[src/rtl/bfa_pkg.sv]
`default_nettype none
package bfa_pkg;

    // memory geometry
    localparam int UNITS        = 1024;
    localparam int MAX_REQUESTS = 1024;
    localparam int UNIT_W       = $clog2(UNITS + 1);
    localparam int REQ_W        = $clog2(MAX_REQUESTS + 1);
    localparam int FIELD_W      = 11;
    localparam int CLR_LAST     = (UNITS > MAX_REQUESTS) ? UNITS : MAX_REQUESTS;
    localparam int CLR_W        = $clog2(CLR_LAST + 1);

    // request kinds
    localparam logic CMD_ALLOC = 1'b0;
    localparam logic CMD_FREE  = 1'b1;

    typedef logic [UNIT_W-1:0] unit_t;
    typedef logic [REQ_W-1:0]  req_t;

    // one entry of the block table, indexed by unit
    typedef struct packed {
        unit_t last;
        logic  is_start;
        logic  is_free;
    } mem_word_t;

    typedef enum logic [4:0] {
        ST_CLEAR, ST_IDLE, ST_SCAN, ST_DECIDE, ST_SPLIT, ST_TAKE, ST_ALOG,
        ST_FREAD, ST_FLOG, ST_RCHK, ST_RNEXT, ST_RNCLR, ST_RPREV0, ST_RPREV,
        ST_RSCLR, ST_FITEM
    } ctrl_state_t;

    typedef enum logic [3:0] {
        OP_NONE, OP_CLEAR, OP_LOAD, OP_SCAN, OP_SPLIT, OP_TAKE, OP_ALOG,
        OP_FREAD, OP_FLOG, OP_RCHK, OP_RNEXT, OP_RNCLR, OP_RPREV0, OP_RPREV,
        OP_RSCLR, OP_FITEM
    } dp_op_t;

    typedef struct packed {
        dp_op_t op;
    } ctrl_cmd_t;

    typedef struct packed {
        logic clr_done;
        logic scan_more;
        logic found;
        logic split;
        logic req_ok;
        logic s_ok;
        logic rel_go;
        logic n_ok;
        logic n_merge;
        logic s_gt1;
        logic p_walk;
        logic p_free;
        logic out_free;
    } dp_status_t;

    // last unit of the block at s, forced into s..total
    function automatic unit_t bfa_end(input unit_t last, input unit_t s, input unit_t total);
        bfa_end = (last < s || last > total) ? total : last;
    endfunction

endpackage
`default_nettype wire

[src/rtl/bfa_ctrl.sv]
`default_nettype none
module bfa_ctrl (
    input  wire  logic               aclk,
    input  wire  logic               aresetn,
    input  wire  logic               cfg_wr_en,
    input  wire  logic               s_tvalid,
    input  wire  logic               in_cmd,
    output logic                     s_tready,
    input  wire  bfa_pkg::dp_status_t status,
    output bfa_pkg::ctrl_cmd_t       cmd
);

    bfa_pkg::ctrl_state_t state_reg, state_next;

    always_ff @(posedge aclk) begin
        if (!aresetn) begin
            state_reg <= bfa_pkg::ST_CLEAR;
        end else begin
            state_reg <= state_next;
        end
    end

    // next state and datapath command
    always_comb begin
        state_next = state_reg;
        cmd.op     = bfa_pkg::OP_NONE;
        s_tready   = 1'b0;
        case (state_reg)
            bfa_pkg::ST_CLEAR: begin
                cmd.op = bfa_pkg::OP_CLEAR;
                if (status.clr_done) state_next = bfa_pkg::ST_IDLE;
            end
            bfa_pkg::ST_IDLE: begin
                s_tready = 1'b1;
                if (s_tvalid) begin
                    cmd.op     = bfa_pkg::OP_LOAD;
                    state_next = (in_cmd == bfa_pkg::CMD_FREE) ? bfa_pkg::ST_FREAD
                                                               : bfa_pkg::ST_SCAN;
                end
            end
            bfa_pkg::ST_SCAN: begin
                cmd.op = bfa_pkg::OP_SCAN;
                if (!status.scan_more) state_next = bfa_pkg::ST_DECIDE;
            end
            bfa_pkg::ST_DECIDE: begin
                if (!status.found)     state_next = bfa_pkg::ST_ALOG;
                else if (status.split) state_next = bfa_pkg::ST_SPLIT;
                else                   state_next = bfa_pkg::ST_TAKE;
            end
            bfa_pkg::ST_SPLIT: begin
                cmd.op     = bfa_pkg::OP_SPLIT;
                state_next = bfa_pkg::ST_TAKE;
            end
            bfa_pkg::ST_TAKE: begin
                cmd.op     = bfa_pkg::OP_TAKE;
                state_next = bfa_pkg::ST_ALOG;
            end
            bfa_pkg::ST_ALOG: begin
                if (status.out_free) begin
                    cmd.op     = bfa_pkg::OP_ALOG;
                    state_next = bfa_pkg::ST_IDLE;
                end
            end
            bfa_pkg::ST_FREAD: begin
                cmd.op     = bfa_pkg::OP_FREAD;
                state_next = status.req_ok ? bfa_pkg::ST_FLOG : bfa_pkg::ST_FITEM;
            end
            bfa_pkg::ST_FLOG: begin
                cmd.op     = bfa_pkg::OP_FLOG;
                state_next = status.s_ok ? bfa_pkg::ST_RCHK : bfa_pkg::ST_FITEM;
            end
            bfa_pkg::ST_RCHK: begin
                cmd.op = bfa_pkg::OP_RCHK;
                if (!status.rel_go)   state_next = bfa_pkg::ST_FITEM;
                else if (status.n_ok) state_next = bfa_pkg::ST_RNEXT;
                else                  state_next = bfa_pkg::ST_RPREV0;
            end
            bfa_pkg::ST_RNEXT: begin
                cmd.op     = bfa_pkg::OP_RNEXT;
                state_next = status.n_merge ? bfa_pkg::ST_RNCLR : bfa_pkg::ST_RPREV0;
            end
            bfa_pkg::ST_RNCLR: begin
                cmd.op     = bfa_pkg::OP_RNCLR;
                state_next = bfa_pkg::ST_RPREV0;
            end
            bfa_pkg::ST_RPREV0: begin
                cmd.op     = bfa_pkg::OP_RPREV0;
                state_next = status.s_gt1 ? bfa_pkg::ST_RPREV : bfa_pkg::ST_FITEM;
            end
            bfa_pkg::ST_RPREV: begin
                cmd.op = bfa_pkg::OP_RPREV;
                if (!status.p_walk) begin
                    state_next = status.p_free ? bfa_pkg::ST_RSCLR : bfa_pkg::ST_FITEM;
                end
            end
            bfa_pkg::ST_RSCLR: begin
                cmd.op     = bfa_pkg::OP_RSCLR;
                state_next = bfa_pkg::ST_FITEM;
            end
            bfa_pkg::ST_FITEM: begin
                cmd.op     = bfa_pkg::OP_FITEM;
                state_next = bfa_pkg::ST_IDLE;
            end
            default: state_next = bfa_pkg::ST_CLEAR;
        endcase
        // a register write rebuilds the table
        if (cfg_wr_en) state_next = bfa_pkg::ST_CLEAR;
    end

endmodule
`default_nettype wire

[config.mk]
export PLATFORM = sky130hd
export DESIGN_NAME = bfa_ctrl
export DESIGN_NICKNAME = d
export VERILOG_FILES = /design/src/rtl/bfa_pkg.sv /design/src/rtl/bfa_ctrl.sv
export SDC_FILE = /design/constraint.sdc
export NUM_CORES = 1
export LEC_CHECK = 0
export ABC_AREA = 1
export BUFFER_PORTS_ARGS = -buffer_cell sky130_fd_sc_hd__clkbuf_2
export CAP_MARGIN = 25
export CORE_AREA = 2 2 39 41
export CTS_BUF_LIST = sky130_fd_sc_hd__clkbuf_8
export CTS_CLUSTER_SIZE = 30
export DETAILED_ROUTE_END_ITERATION = 7
export DIE_AREA = 0 0 41 43
export PLACE_DENSITY = 0.68
export REMOVE_ABC_BUFFERS = 1
export SYNTH_ARGS = -nofsm -noshare
export SYNTH_HDL_FRONTEND = slang
export SYNTH_SLANG_ARGS = --single-unit
export TNS_END_PERCENT = 10
[constraint.sdc]
create_clock -name aclk -period 1.5 [get_ports aclk]
set_input_delay 0.3 -clock aclk [delete_from_list [all_inputs] [get_ports aclk]]
set_output_delay 0.3 -clock aclk [all_outputs]
set_load 0.01 [all_outputs]
Yosys cells after proc, flatten, opt, wreduce, memory -nomap -nowiden. Cells that the tools add are included.

Eq/ne operators: 20. Multiplexer cells: 20. Bitwise operators: 1. Reduce and logical (&&, ||, !) cells: 3.

Operator list (count): $pmux W5 S16 (1); $pmux W4 S15 (1); $eq A5 B4 Y1 const B (8); $mux W5 (5); $mux W3 (7); $eq A5 B3 Y1 const B (4); $eq A5 B2 Y1 const B (2); $ne A2 B2 Y1 const B (5); $mux W2 (3); $eq A5 B1 Y1 const B (1); $logic_not A5 Y1 (1); $reduce_and A5 Y1 (1); $mux W1 (3); $reduce_or A2 Y1 (1); $not A1 Y1 (1).

Register bits: 5. Input bits: 18. Output and inout bits: 5. Word-level logic and storage cells: 45.

Logic depth before layout (Yosys ltp).
Depth after elaboration: 3. Gate-level depth with buffers: 10. Mapped depth without buffers: 10.

Worst setup path after synthesis. OpenSTA, ideal clock, no wires.

Path type: flip-flop to output port. From: register state_reg[0]. To: output port cmd[1] in the netlist's numbering. Data arrival time: 1024 ps. Data required time: 1200 ps. Path slack: 176 ps. Cell stages (with the launch flop): 5. Buffers on the path: 0. Path through: dfxtp_1 > inv_2 > nor2_4 > nand2_1 > o2111ai_1.

RTL lines: from (decl) (line bfa_ctrl.sv:13) `bfa_pkg::ctrl_state_t state_reg, state_next;`; from (signal assigned) (line bfa_ctrl.sv:17) `state_reg <= bfa_pkg::ST_CLEAR;`; from (signal assigned) (line bfa_ctrl.sv:19) `state_reg <= state_next;`; to (decl) (line bfa_ctrl.sv:10) `output bfa_pkg::ctrl_cmd_t cmd`.

==> flow_metrics.tcl <==
set metrics [dict create \
    status "finished clean" \
    finalCriticalPeriod_ns 1.49 \
    relSlewSlack 0.816 \
    cp_data_arrival_time_ns 1.19 \
    yosysWarnings 0 \
    cts_max_path_buffers 2 \
    synth_seq_area_share 0.146 \
    hold_viol 0 \
    p_per_area_mw_per_mm2 692 \
    fin_hold_ws_ns 0.367 \
    hp-class "in -> reg" \
    gr-total-overflow 0 \
    netlist_area_um2 547 \
    drive_above_1_share 0.407 \
    start_util 0.395 \
    synthTopCellsByArea "nand2_1 30%, dfxtp_1 15%, nor2_1 14%, nand3_1 9.2%, inv_1 6.9%" \
    drv_slew 0 \
    die_x_um 41 \
    vdd_drop_max_mv 0.515 \
    rsz0062_at_grt "true" \
    layoutNonFillerInstCount 156 \
    finalSetupViolations 0 \
    grtUsageTotal 0.207 \
    cts_made_buffers 3 \
    num-fill-cells 145 \
    fin_skew_ns 0.00357 \
    maxCapViolCount 0 \
    p_comb_frac 0.373 \
    drtIter0Drc 16 \
    hpwl_um 1220 \
    pwr-share-clk 0.396 \
    ys_seq_elements 4 \
    clkSinkCount 4 \
    viasPerCell 4.83 \
    die_area_mm2 0.00176 \
    power.share.switching 0.336 \
    p_leak_nw 0.489 \
    dr.pass1.iters 4 \
    synth_top_area_share 0.295 \
    fin_util 0.598 \
    dp_cells 149 \
    p_seq_frac 0.231 \
    fp-row-count 14 \
    crit_type "reg -> out" \
    cts_root_buffer "clkbuf_8" \
    min_period_over_period 0.993 \
    syn_avg_cell_area_um2 4.97 \
    max_freq_mhz 671 \
    core_area_mm2 0.00138 \
    place_congestion 0.808 \
    insertedDiodeCount 0 \
    syn_inst 110 \
    grt_pass1_vias 667 \
    internal_power_mw 0.380 \
    clkLatencyLatePin_ns 0.22 \
    crit_required_ns 1.20 \
    h-tree-depth 1 \
    wirelength_um 1560 \
    vias 754 \
    largest_reg_flops 4 \
    crit_fanout 6 \
    wl_per_cell_um 10.0 \
    final_nets 160 \
    grt_pass1_wl_um 2530 \
    grt_max_degree 8 \
    worst_slew_pin_slew_ns 0.275 \
    cts_tree "built" \
    yosysTopAreaCell "nand2_1" \
    path_clk_slew_ns 0.03 \
    ff2ff_setup_slack_ns 0.12 \
    ant_nets 0 \
    power.switching_mw 0.192 \
    pin_count 23 \
    start_kind "register" \
    antenna_found_initial 0 \
    area_delta_synth_final_pct 51.3 \
    endpoint_kind "primary output" \
    synth_cell_types 17 \
    drc_errors 0 \
    fp.dieH_um 43 \
    numPortBuffers 22 \
]
==> what timing repair did <==
item	4_1_cts	5_1_grt
endpoints found under the hold margin	0	0
cloned	0	0
hold buffers	0	0
endpoints found under the setup margin	3	4
gates resized for setup	14	12
buffers inserted	4	0
pin swaps	1	5
==> power groups by stage <==
stage | Sequential [mW] | Combinational (mW) | Clock (mW)
final | 0.132 | 0.214 | 0.226
after global routing | 0.133 | 0.241 | 0.236
after CTS | 0.129 | 0.205 | 0.229
after detailed placement | 0.130 | 0.182 | 0
after global placement | 0.129 | 0.180 | 0
after floorplan | 0.128 | 0.116 | 0
==> cells in the final DEF (no fill, tap or decap), types with 3 or more instances in the layout <==
cell	synthesis	final
nand2_1	43	40
clkbuf_2	0	19
nor2_1	20	17
inv_1	10	10
nand3_1	10	10
nor2_2	5	6
nand2_2	2	4
buf_4	0	4
dfxtp_4	0	4
inv_2	5	3
nor2_4	1	3
clkbuf_8	0	3
buf_2	0	3
==> layer usage <==
layer	routed length, µm	share of wire	vias up	GRT usage
met3	80	0.051	4	0.0366
li1	-	-	400	-
met5	0	0	-	0
met1	683	0.44	322	0.232
met4	25	0.016	0	0.0933
met2	772	0.49	28	0.353
==> worst paths after layout <==
path | cells after the start | start | end
min reg2reg | 2 | state_reg[3] | state_reg[3]
min | 4 | cfg_wr_en | state_reg[2]
max reg2reg | 10 | state_reg[0] | state_reg[2]
max | 6 | state_reg[0] | cmd[2]
==> cells by family after synthesis <==
group	share of synthesized area
simple gates	0.684
buf+inv	0.110
compound gates	0.0435
flops	0.146
xor+xnor	0.0160
==> cell type report <==
type	count	area (µm²)	area share
Clock buffer	3	41.3	0.0499
Multi-Input combinational cell	90	447	0.540
Tap cell	16	20.0	0.0242
Sequential cell	4	95.1	0.115
Inverter	15	61.3	0.0741
Timing Repair Buffer	28	163	0.197
==> synthesized netlist by cell type <==
cell type / instances
nand3_1: 10
o21ai_0: 1
inv_1: 10
nand2_1: 43
nand2_2: 2
nand2_4: 1
nand3b_1: 2
o2111ai_1: 1
nor2_1: 20
nor2_4: 1
a21oi_1: 2
clkbuf_1: 1
dfxtp_1: 4
inv_2: 5
xor2_1: 1
nor2_2: 5
nand4_1: 1
==> per-stage QoR <==
stage	setup TNS [ns]	power (mW)	area [µm²]	worst slack [ns]
after floorplan	0	0.244	543	0.176
final	0	0.572	827	0.00997
after global routing	-0.117	0.610	827	-0.0420
after CTS	0	0.563	797	0.00697
after global placement	0	0.309	688	0.0939
after detailed placement	0	0.312	688	0.0748
==> critical path: stages, from the launching register on <==
cell     delay, ns
dfxtp_4       0.40
inv_4         0.06
nand2_2       0.06
nor2_2        0.04
a21oi_2       0.15
nand4_1       0.11
buf_2         0.16
Power figures use the tool's default switching activity.
